==> src/rtl/msp_pkg.sv <==
// Shared types, constants and the log2 table of the smooth-coloring pixel engine.
`timescale 1ns / 1ps

package msp_pkg;

   // Fixed-point layout
   localparam int FRAC_BITS    = 28;
   localparam int DIM_BITS     = 12;
   localparam int MAX_ITER_DEF = 256;
   localparam int C_W          = 32;             // point coordinate, signed Q4.28
   localparam int Z_W          = 34;             // iterate, signed
   localparam int MAG_W        = 32;             // iterate magnitude fed to multipliers
   localparam int SQ_W         = 2 * MAG_W - FRAC_BITS;
   localparam int NORM_W       = SQ_W + 1;       // |z|^2
   localparam int LOG_Y_W      = 23;             // log2 result, Q16
   localparam int CSR_W        = 32;
   localparam int CSR_IDX_W    = 3;

   // Smooth count terms, Q16: one + LN2 term + the 16.0 offset of the second log
   localparam int LN2_TERM     = 100189;
   localparam int SMOOTH_BIAS  = 65536 + LN2_TERM + 16 * 65536;

   // Register indexes
   localparam logic [CSR_IDX_W-1:0] CSR_CENTER_REAL  = 3'd0;
   localparam logic [CSR_IDX_W-1:0] CSR_CENTER_IMAG  = 3'd1;
   localparam logic [CSR_IDX_W-1:0] CSR_PIXEL_STEP   = 3'd2;
   localparam logic [CSR_IDX_W-1:0] CSR_IMAGE_WIDTH  = 3'd3;
   localparam logic [CSR_IDX_W-1:0] CSR_IMAGE_HEIGHT = 3'd4;

   typedef struct packed {
      logic [DIM_BITS-1:0] pixel_x;
      logic [DIM_BITS-1:0] pixel_y;
   } req_type;

   typedef struct packed {
      logic [7:0] brightness;
      logic       inside_set;
      logic [8:0] steps_taken;
   } rsp_type;

   // log2(1 + i/16) in Q16, i = 0..16
   function automatic logic [16:0] log2_tab(input logic [4:0] idx);
      logic [16:0] val;
      unique case (idx)
         5'd0:    val = 17'd0;
         5'd1:    val = 17'd5732;
         5'd2:    val = 17'd11136;
         5'd3:    val = 17'd16248;
         5'd4:    val = 17'd21098;
         5'd5:    val = 17'd25711;
         5'd6:    val = 17'd30109;
         5'd7:    val = 17'd34312;
         5'd8:    val = 17'd38336;
         5'd9:    val = 17'd42196;
         5'd10:   val = 17'd45904;
         5'd11:   val = 17'd49472;
         5'd12:   val = 17'd52911;
         5'd13:   val = 17'd56229;
         5'd14:   val = 17'd59434;
         5'd15:   val = 17'd62534;
         5'd16:   val = 17'd65536;
         default: val = 17'd0;
      endcase
      return val;
   endfunction

endpackage

==> src/rtl/msp_norm_cell.sv <==
// One normalizer cell: shift left by a fixed amount when the top bits are clear.
`timescale 1ns / 1ps

module msp_norm_cell import msp_pkg::*; #(
   parameter int W     = NORM_W,
   parameter int CW    = 6,
   parameter int SHIFT = 1
) (
   input  logic          clock,
   input  logic          reset,
   input  logic          in_valid,
   input  logic [W-1:0]  in_data,
   input  logic [CW-1:0] in_cnt,
   output logic          out_valid,
   output logic [W-1:0]  out_data,
   output logic [CW-1:0] out_cnt
);

   logic          valid_ff;
   logic [W-1:0]  data_ff, data_in;
   logic [CW-1:0] cnt_ff, cnt_in;

   // shift out a block of leading zeros and count it
   always_comb begin
      if (in_data[W-1 -: SHIFT] == '0) begin
         data_in = in_data << SHIFT;
         cnt_in  = in_cnt + CW'(SHIFT);
      end else begin
         data_in = in_data;
         cnt_in  = in_cnt;
      end
   end

   always_ff @(posedge clock) begin
      if (reset) begin
         valid_ff <= 1'b0;
      end else begin
         valid_ff <= in_valid;
      end
      data_ff <= data_in;
      cnt_ff  <= cnt_in;
   end

   assign out_valid = valid_ff;
   assign out_data  = data_ff;
   assign out_cnt   = cnt_ff;

endmodule

==> src/rtl/msp_log2_unit.sv <==
// Fixed-point log2 in Q16: row of normalizer cells, then table lookup with interpolation.
`timescale 1ns / 1ps

module msp_log2_unit import msp_pkg::*; (
   input  logic               clock,
   input  logic               reset,
   input  logic               in_valid,
   input  logic [NORM_W-1:0]  in_x,
   output logic               out_valid,
   output logic [LOG_Y_W-1:0] out_y
);

   localparam int NCELL = $clog2(NORM_W);
   localparam int CNT_W = NCELL;

   logic [NORM_W-1:0] data_w  [NCELL+1];
   logic [CNT_W-1:0]  cnt_w   [NCELL+1];
   logic              valid_w [NCELL+1];

   assign data_w[0]  = in_x;
   assign cnt_w[0]   = '0;
   assign valid_w[0] = in_valid;

   // chain of cells, largest shift first
   for (genvar i = 0; i < NCELL; i++) begin : g_cell
      msp_norm_cell #(
         .W     (NORM_W),
         .CW    (CNT_W),
         .SHIFT (1 << (NCELL - 1 - i))
      ) u_cell (
         .clock     (clock),
         .reset     (reset),
         .in_valid  (valid_w[i]),
         .in_data   (data_w[i]),
         .in_cnt    (cnt_w[i]),
         .out_valid (valid_w[i+1]),
         .out_data  (data_w[i+1]),
         .out_cnt   (cnt_w[i+1])
      );
   end

   logic [CNT_W-1:0]   lead_pos;
   logic [4:0]         idx;
   logic [11:0]        frac;
   logic [16:0]        base;
   logic [16:0]        upper;
   logic [16:0]        diff;
   logic [28:0]        step_prod;
   logic [LOG_Y_W-1:0] y_in, y_ff;
   logic               valid_ff;

   // integer part from the leading one, fraction from table and linear step
   always_comb begin
      lead_pos  = CNT_W'(NORM_W - 1) - cnt_w[NCELL];
      idx       = {1'b0, data_w[NCELL][NORM_W-2 -: 4]};
      frac      = data_w[NCELL][NORM_W-6 -: 12];
      base      = log2_tab(idx);
      upper     = log2_tab(idx + 5'd1);
      diff      = upper - base;
      step_prod = 29'(diff) * 29'(frac);
      y_in      = LOG_Y_W'({lead_pos, 16'b0}) + LOG_Y_W'(base)
                + LOG_Y_W'(step_prod[28:12]);
   end

   always_ff @(posedge clock) begin
      if (reset) begin
         valid_ff <= 1'b0;
      end else begin
         valid_ff <= valid_w[NCELL];
      end
      y_ff <= y_in;
   end

   assign out_valid = valid_ff;
   assign out_y     = y_ff;

endmodule

==> config.mk <==
export PLATFORM = sky130hd
export DESIGN_NAME = msp_log2_unit
export DESIGN_NICKNAME = d
export VERILOG_FILES = /design/src/rtl/msp_pkg.sv /design/src/rtl/msp_norm_cell.sv /design/src/rtl/msp_log2_unit.sv
export SDC_FILE = /design/constraint.sdc
export NUM_CORES = 1
export LEC_CHECK = 0
export CAP_MARGIN = 20
export CORE_ASPECT_RATIO = 1.4
export CORE_MARGIN = 4
export CORE_UTILIZATION = 35
export DETAILED_ROUTE_END_ITERATION = 10
export DONT_BUFFER_PORTS = 1
export HOLD_SLACK_MARGIN = 0.12
export PLACE_DENSITY = 0.6
export SLEW_MARGIN = 10
export SYNTH_ARGS = -nofsm -noshare
export SYNTH_HDL_FRONTEND = slang
export SYNTH_SLANG_ARGS = --single-unit
==> constraint.sdc <==
create_clock -name clock -period 11.65 [get_ports clock]
set_input_delay 0.5825 -clock clock [delete_from_list [all_inputs] [get_ports clock]]
set_output_delay 0.5825 -clock clock [all_outputs]
set_load 0.02 [all_outputs]
==> results.yml, run 1 <==
layout:
  fin_util_pct: 39.2
  fillCellCount: 4368
  syn_to_final_growth_pct: 10.3
  n_antenna_cell: 0
  drive_above_1_share_pct: 8.74
  num-nets-final: 1947
drt:
  wl_per_cell_um: 16.5
  vias_per_cell: 5.09
  drt_iter0_drc: 513
  remaining_drc_errors: 0
  drt-total-wl_um: 36500
  vias: 11300
  drtAntennaViolNets: 0
  dr.pass1.iters: 5
critical_path:
  r2r-start: "g_cell[5].u_cell.out_data[32]$_DFF_P_"
  r2r_cells: 40
  end_kind: "register"
  cp-start-kind: "register"
  slowest_stage: "ha_1"
  reg2reg_slack_ns: 0.96
  worstPathRequired_ns: 12.06
  critical_path.top_delay_family: "adder cells"
  cp.arrival_ns: 11.10
  cp_max_fo: 16
  crit_top_cell: "fa_1"
  cp_num_cells: 40
  critical_path_class: "register to register"
  slowest_delay_ns: 0.57
  r2r-end: "out_y[19]$_DFF_P_"
  cp.buffers_inverters: 4
grt:
  grt_start_max_net_pins: 33
  grt_pass1_wl_um: 60100
  overflow: 0
  grt_usage_pct: 15.5
  antenna_found_initial: 0
  grt_pass1_vias: 11900
cts:
  postCtsSetupBuffers: 0
  cts_root_buf: "clkbuf_16"
  h-tree-depth: 1
  cts_sinks: 214
  numCtsBuffers: 22
  cts_tree: "done"
  insertion_delay_ns: 0.54
  clk_pin_slew_worst_paths_ns: 0.07
  clk_path_buf_depth: 3
synthesis:
  synth_most_common_cell: "inv_1"
  async_flop_share_pct: 0
  muxShareOfSynthArea_pct: 6.08
  synth_compound_area_share_pct: 11.1
  synth_top_family_by_area: "adder cells"
  synthAdderAreaFrac_pct: 28.8
  syn_area_mm2: 0.0154
  synth_xor_area_share_pct: 2.85
  synth_seq_cells: 214
  ys_warn_count: 0
  ys.flop_type: "dfxtp_1"
  synth_edf_count: 0
  syn_nets: 1965
  syn_inst: 1662
  yosys.area_share.simple_pct: 15.2
  synth.yosys.seq_area_share_pct: 27.9
  yosys.area.top_type: "dfxtp_1"
  avgSynthCellArea_um2: 9.24
  synth.distinct_cells: 61
  synth.top_cell.area_share_pct: 27.9
  netlist_top_cells_area: "dfxtp_1 28%, fa_1 20%, ha_1 9.1%, inv_1 5.6%, mux2_2 4.9%"
  synth_commonest_cells: "230 x inv_1, 214 x dfxtp_1, 152 x nand2_1"
sta:
  rsz0062_at_grt: "false"
  tns_ns: 0
  slew_headroom_pct: 34.7
  fmax_mhz: 93.6
  clock_skew_ns: 0.0399
  finalSetupViolations: 0
  period_share_pct: 91.7
  tightest_slew_ns: 0.978
  slew_viol_final: 0
  min_period_ns: 10.69
  hold_violations: 0
outcome:
  status: "finished clean"
hold_path:
  min-delay-start: "reset"
  hold_path.class: "input port to register"
  holdPathEnd: "g_cell[5].u_cell.out_valid$_SDFF_PP0_"
  hold-path-cell-count: 1
job:
  cap_violations: 0
placed_design:
  gp_congestion: 0.887
  place_hpwl_um: 28600
  port_buffers: 0
floorplan:
  core_area_mm2: 0.0432
  die_h_um: 256
  dieArea_mm2: 0.0474
  rows: 90
  pin_count: 64
  die_w_um: 185
  start_util_pct: 35.5
-- routing by layer --
metal  up-vias  wire [um]  GRT usage, %
met5         -          0             0
met4         0       1390          5.73
met3        82       1370          1.76
met2       287      20200          30.0
met1      5498      13500          17.0
li1       5388          -             -
-- flip-flops by register name (all words and copies together) (netlist names) --
register and cells:
g_cell.u_cell.out_data 147, out_y 23, g_cell.u_cell.out_cnt 21, base 16, g_cell.u_cell.out_valid 6, out_valid 1
-- area by class of cell --
| cell class | instances | area (um2) | share of cell area [%] |
|---|---|---|---|
| clock buffers | 29 | 618 | 3.65 |
| clock inverters | 10 | 133 | 0.783 |
| inverters | 232 | 875 | 5.16 |
| multi-input cells | 1117 | 9840 | 58.1 |
| flip-flops and latches | 214 | 4290 | 25.3 |
| well taps | 552 | 691 | 4.08 |
| repair buffers | 57 | 498 | 2.94 |
-- cells by family after synthesis --
| kind of cell | after synthesis |
|---|---|
| AND/OR/NAND/NOR | 463 |
| buffers and inverters | 331 |
| adder cells (fa/ha/maj) | 263 |
| AO/OA/AOI/OAI | 256 |
| flip-flops | 214 |
| multiplexers | 85 |
| XOR/XNOR | 50 |
-- placed cells by master, fill, tap and decap left out, drive strengths merged, types with 52 or more instances in the layout --
cell	synthesis	routed
inv	230	234
dfxtp	214	214
nand2	152	152
fa	151	151
ha	112	112
mux2	67	67
nor2	62	62
and2	59	59
o21ai	57	57
a21o	53	53
a21oi	52	52
-- through the flow --
step,cell area (um2),hold WS [ns],worst slack [ns],std cells
floorplan,15400,0.310,1.90,1662
global placement,15900,0.314,0.750,2143
detailed placement,15900,0.312,0.758,2144
CTS,16900,0.121,0.668,2211
global route,16900,0.132,0.198,2211
finish,16900,0.146,0.965,2211
-- worst reg2reg max path: cells and delay by family, from the launching register on --
kind,cells,cell delay [ns]
xor+xnor,2,0.32
compound gates,15,3.10
buf+inv,4,0.39
flops,1,0.51
fa+ha+maj,9,4.03
simple gates,10,2.20
-- repair_timing --
| item | in CTS | in global routing |
|---|---|---|
| resized for setup | 0 | 4 |
| endpoints found under the setup margin | 0 | 1 |
| hold buffers | 28 | 0 |
| hold endpoints to repair | 32 | 0 |
-- how the worst max path moves through the flow --
| stage | from | end | slack, ns |
|---|---|---|---|
| floorplan | g_cell[5].u_cell.out_data[33]$_DFF_P_ | out_y[19]$_DFF_P_ | 1.90 |
| detailed placement | g_cell[5].u_cell.out_data[32]$_DFF_P_ | out_y[19]$_DFF_P_ | 0.76 |
| global route | g_cell[5].u_cell.out_data[33]$_DFF_P_ | out_y[19]$_DFF_P_ | 0.20 |
| global placement | g_cell[5].u_cell.out_data[32]$_DFF_P_ | out_y[19]$_DFF_P_ | 0.75 |
| CTS | g_cell[5].u_cell.out_data[33]$_DFF_P_ | out_y[19]$_DFF_P_ | 0.67 |
| finish | g_cell[5].u_cell.out_data[32]$_DFF_P_ | out_y[19]$_DFF_P_ | 0.96 |
Power of run 1 is not shown: default switching activity piles up to over one toggle a cycle in this logic, so the estimate is an artifact.
==> run 2: changes to the inputs <==
--- a/config.mk
+++ b/config.mk
@@ -9,10 +9,11 @@
 export CORE_ASPECT_RATIO = 1.4
 export CORE_MARGIN = 4
 export CORE_UTILIZATION = 35
+export CTS_CLUSTER_SIZE = 10
 export DETAILED_ROUTE_END_ITERATION = 10
 export DONT_BUFFER_PORTS = 1
-export HOLD_SLACK_MARGIN = 0.12
-export PLACE_DENSITY = 0.6
+export HOLD_SLACK_MARGIN = 0.15
+export PLACE_DENSITY = 0.59
 export SLEW_MARGIN = 10
 export SYNTH_ARGS = -nofsm -noshare
 export SYNTH_HDL_FRONTEND = slang
==> run 2 against run 1 <==
  * Fmax shrank 0.69%
  * First-iteration DRC count increased by 2.5%
  * Die area unchanged
  * Critical path depth rose by 3
  * Final area grew 0.67%
  * Clock skew decreased by 0.0071 ns
  * Via count fell by 0.18%
  * Register-to-register slack got worse by 0.07 ns
  * Count of clock-buffer cells in the layout increased by 4
  * Setup slack worse by 0.074 ns
  * Sequential share of layout area decreased by 0.17 points
  * Cell count increased by 0.41%
==> results.yml, run 2 (synthesized netlist as in run 1, its figures left out) <==
outcome:
  status: "finished clean"
sta:
  tns_ns: 0
  min_period_ns: 10.76
  rsz0062_at_grt: "false"
  period_share_pct: 92.3
  tightest_slew_ns: 0.883
  slew_headroom_pct: 41.0
  fmax_mhz: 92.9
  clock_skew_ns: 0.0328
  hold_violations: 0
  finalSetupViolations: 0
  slew_viol_final: 0
layout:
  syn_to_final_growth_pct: 11.0
  final_area_mm2: 0.0171
  final_common_cell: "inv_1"
  n_antenna_cell: 0
  final_cell_mix: "230 x inv_1, 213 x dfxtp_1, 152 x nand2_1"
  stdcell_count: 2220
  largest_reg_flops: 147
  drive_above_1_share_pct: 8.63
  num-nets-final: 1963
drt:
  drtAntennaViolNets: 0
  dr.pass1.iters: 7
  vias_per_cell: 5.06
  remaining_drc_errors: 0
  vias: 11200
  drt-total-wl_um: 36300
  drt_iter0_drc: 526
  wl_per_cell_um: 16.4
cts:
  cts_sinks: 214
  cts_root_buf: "clkbuf_16"
  cts_tree: "done"
  numCtsBuffers: 27
  clk_pin_slew_worst_paths_ns: 0.06
  h-tree-depth: 1
  clk_path_buf_depth: 3
  insertion_delay_ns: 0.54
floorplan:
  die_w_um: 185
  dieArea_mm2: 0.0474
  rows: 90
  start_util_pct: 35.5
  core_area_mm2: 0.0432
  pin_count: 64
  die_h_um: 256
critical_path:
  cp_max_fo: 12
  crit_top_cell: "fa_1"
  worstPathRequired_ns: 12.07
  slowest_delay_ns: 0.54
  cp.arrival_ns: 11.18
  critical_path_class: "register to register"
  cp-start-kind: "register"
  slowest_stage: "fa_1"
  end_kind: "register"
job:
  cap_violations: 0
grt:
  grt_pass1_vias: 12000
  grt_start_max_net_pins: 33
  antenna_found_initial: 0
  grt_usage_pct: 15.4
  overflow: 0
  grt_pass1_wl_um: 59900
placed_design:
  gp_congestion: 0.867
  place_hpwl_um: 28700
  place_area_mm2: 0.0159
  placed_cells: 2147
  port_buffers: 0
hold_path:
  hold_path.class: "input port to register"
==> run 2: cell count changes in the layout (fill, tap and decap cells not counted), sizes merged <==
| cell | delta |
|---|---|
| buf | +4 |
| clkinvlp | -2 |
| clkbuf | +4 |
| bufinv | -1 |
| inv | -2 |
| clkinv | -1 |
| dlygate4sd3 | +7 |
==> run 2: worst paths after layout <==
path                                                              from                                    end  slack [ns]  depth (start not counted)
worst min register to register  g_cell[3].u_cell.out_cnt[2]$_SDFF_PN0_    g_cell[4].u_cell.out_cnt[2]$_DFF_P_        0.32                          0
worst max register to register   g_cell[5].u_cell.out_data[33]$_DFF_P_                      out_y[19]$_DFF_P_        0.89                         43
worst max-delay path             g_cell[5].u_cell.out_data[33]$_DFF_P_                      out_y[19]$_DFF_P_        0.89                         43
worst min-delay path                                          in_x[33]  g_cell[0].u_cell.out_data[33]$_DFF_P_        0.18                          1
==> run 2: final cells by class <==
| type | count | area, um2 |
|---|---|---|
| clock buffer | 33 | 718 |
| clock inverter | 4 | 56.3 |
| fill | 4351 | 26200 |
| inverter | 232 | 871 |
| multi-input combinational | 1117 | 9830 |
| sequential | 214 | 4290 |
| tap | 552 | 691 |
| timing repair buffer | 68 | 598 |
==> run 2: metal layers <==
layer | global-route usage, % | wire length (um) | up-vias
met4 | 5.12 | 1290 | 0
met2 | 30.2 | 20100 | 257
met1 | 17.0 | 13600 | 5498
met3 | 1.34 | 1300 | 75
met5 | 0 | 0 | -
li1 | - | - | 5405
==> run 2: metrics by stage <==
step	util, %	worst slack [ns]	hold WS, ns
floorplan	-	1.90	0.310
global placement	36.8	0.982	0.312
detailed placement	36.8	0.759	0.312
CTS	39.4	0.741	0.154
global route	39.4	0.00592	0.153
finish	39.4	0.891	0.177
==> run 2: timing repair <==
item | 4_1_cts | 5_1_grt
gates resized for setup | 0 | 1
buffers inserted | 0 | 0
hold buffers | 35 | 0
setup endpoints to repair | 0 | 1
hold endpoints to repair | 38 | 0
==> run 2: critical path: cells and delay by family, from the launching register on <==
kind	cells	cell delay, ns
AO/OA/AOI/OAI	17	3.53
AND/OR/NAND/NOR	8	1.02
XOR/XNOR	2	0.43
flip-flops	1	0.53
buffers and inverters	6	0.80
adder cells (fa/ha/maj)	10	4.32
Power of run 2 is left out for the same reason.
==> run 3: changes to the inputs <==
--- a/config.mk
+++ b/config.mk
@@ -6,6 +6,8 @@
 export NUM_CORES = 1
 export LEC_CHECK = 0
 export CAP_MARGIN = 20
+export CELL_PAD_IN_SITES_DETAIL_PLACEMENT = 1
+export CELL_PAD_IN_SITES_GLOBAL_PLACEMENT = 2
 export CORE_ASPECT_RATIO = 1.4
 export CORE_MARGIN = 4
 export CORE_UTILIZATION = 35
@@ -13,7 +15,7 @@
 export DETAILED_ROUTE_END_ITERATION = 10
 export DONT_BUFFER_PORTS = 1
 export HOLD_SLACK_MARGIN = 0.15
-export PLACE_DENSITY = 0.59
+export PLACE_DENSITY = 0.8
 export SLEW_MARGIN = 10
 export SYNTH_ARGS = -nofsm -noshare
 export SYNTH_HDL_FRONTEND = slang
==> run 3 against run 2 <==
  * Fmax is 0.91% lower
  * Global-route usage is 3.6 points higher
  * Register-to-register slack worse by 0.099 ns
  * Final area is 0.27% lower
  * Critical path depth is 3 lower
  * Die area stayed put
  * Largest cell class unchanged
  * Cell count is 0.27% lower
==> results.yml, run 3 (synthesized netlist as in run 1, its figures left out) <==
grt:
  grt_usage_pct: 18.9
  antenna_found_initial: 1
  globalRouteMet3Util_pct: 2.45
  overflow: 0
  grt_use_met2_pct: 37.6
  grt_pass1_wl_um: 70500
  grt_use_met1_pct: 19.7
  gr-max-usage-layer: "met2"
  grt_start_max_net_pins: 34
  grt_pass1_vias: 13000
critical_path:
  slowest_stage: "xnor2_1"
  cp.arrival_ns: 11.27
  end_kind: "register"
  slowest_delay_ns: 0.76
  r2r-end: "out_y[19]$_DFF_P_"
  r2r-start: "g_cell[5].u_cell.out_data[34]$_DFF_P_"
  critPathLaunch: "g_cell[5].u_cell.out_data[34]$_DFF_P_"
  crit_top_cell: "inv_1"
  reg2reg_slack_ns: 0.79
  r2r_cells: 40
  cp_max_fo: 17
  worstPathRequired_ns: 12.06
  cp-start-kind: "register"
  critical_path_class: "register to register"
placed_design:
  gp_congestion: 0.877
  place_area_mm2: 0.0159
  port_buffers: 0
  place_hpwl_um: 34400
  placed_cells: 2145
hold_path:
  min-delay-start: "in_x[1]"
  holdPathEnd: "g_cell[0].u_cell.out_data[33]$_DFF_P_"
  hold_path.class: "input port to register"
  hold-path-cell-count: 1
sta:
  slew_headroom_pct: 29.5
  finalSetupViolations: 0
  tightest_slew_ns: 1.06
  period_share_pct: 93.2
  rsz0062_at_grt: "false"
  fmax_mhz: 92.1
  hold_violations: 0
  tns_ns: 0
  slew_viol_final: 0
  clock_skew_ns: 0.0130
  min_period_ns: 10.86
cts:
  numCtsBuffers: 26
  clk_path_buf_depth: 3
  postCtsSetupBuffers: 0
  cts_root_buf: "clkbuf_16"
  clk_pin_slew_worst_paths_ns: 0.05
  cts_sinks: 214
  cts_tree: "done"
  insertion_delay_ns: 0.53
  h-tree-depth: 1
floorplan:
  die_h_um: 256
  die_w_um: 185
  core_area_mm2: 0.0432
  dieArea_mm2: 0.0474
  pin_count: 64
  rows: 90
  start_util_pct: 35.5
layout:
  final_cell_mix: "230 x inv_1, 212 x dfxtp_1, 152 x nand2_1"
  num-nets-final: 1961
  n_antenna_cell: 0
  final_common_cell: "inv_1"
  largest_reg_flops: 147
  fillCellCount: 4941
  syn_to_final_growth_pct: 10.7
  drive_above_1_share_pct: 8.60
  final_area_mm2: 0.0170
  stdcell_count: 2214
job:
  cap_violations: 0
drt:
  wl_per_cell_um: 20.0
  drtAntennaViolNets: 0
  vias: 11400
  drt-total-wl_um: 44200
  drt_iter0_drc: 431
  dr.pass1.iters: 6
  vias_per_cell: 5.16
  remaining_drc_errors: 0
outcome:
  status: "finished clean"
-- run 3: area by class of cell --
type	instances	area (um2)	share of cell area, %
clock buffer	27	654	3.85
clock inverter	5	63.8	0.375
inverter	232	875	5.14
multi-input combinational	1117	9840	57.9
sequential	214	4290	25.2
tap	552	691	4.06
timing repair buffer	67	596	3.50
-- run 3: how the worst max path moves through the flow --
stage                        endpoint  cells past startpoint  slack (ns)
floorplan           out_y[19]$_DFF_P_                     43        1.90
global placement    out_y[19]$_DFF_P_                     43        0.86
detailed placement  out_y[19]$_DFF_P_                     43        0.58
CTS                 out_y[19]$_DFF_P_                     43        0.53
global route        out_y[19]$_DFF_P_                     38        0.04
finish              out_y[19]$_DFF_P_                     40        0.79
-- run 3: per-stage QoR --
step	util, %	worst slack, ns	hold slack, ns
floorplan	-	1.90	0.310
global placement	36.8	0.857	0.312
detailed placement	36.8	0.584	0.315
CTS	39.3	0.533	0.153
global route	39.3	0.0354	0.154
finish	39.3	0.792	0.167
-- run 3: critical path, delay by kind of cell, from the launching register on --
family	cells	cell delay, ns
xor gates and xnor gates	3	1.33
DFF	1	0.68
buffers and inverters	7	0.98
AOI/OAI and AO/OA	16	3.63
adders and majority gates	7	3.13
and+or+nand+nor	7	1.00
-- run 3: per-layer routing --
metal	wire length, um	share of wire, %
met1	15900	36
met2	25000	56
met3	1450	3.3
met4	1930	4.4
met5	0	0
-- run 3: what timing repair did --
item | in CTS | in global routing
gates resized for setup | 0 | 4
hold buffers | 37 | 0
endpoints found under the setup margin | 0 | 10
endpoints found under the hold margin | 39 | 0
Power of run 3 is left out for the same reason.
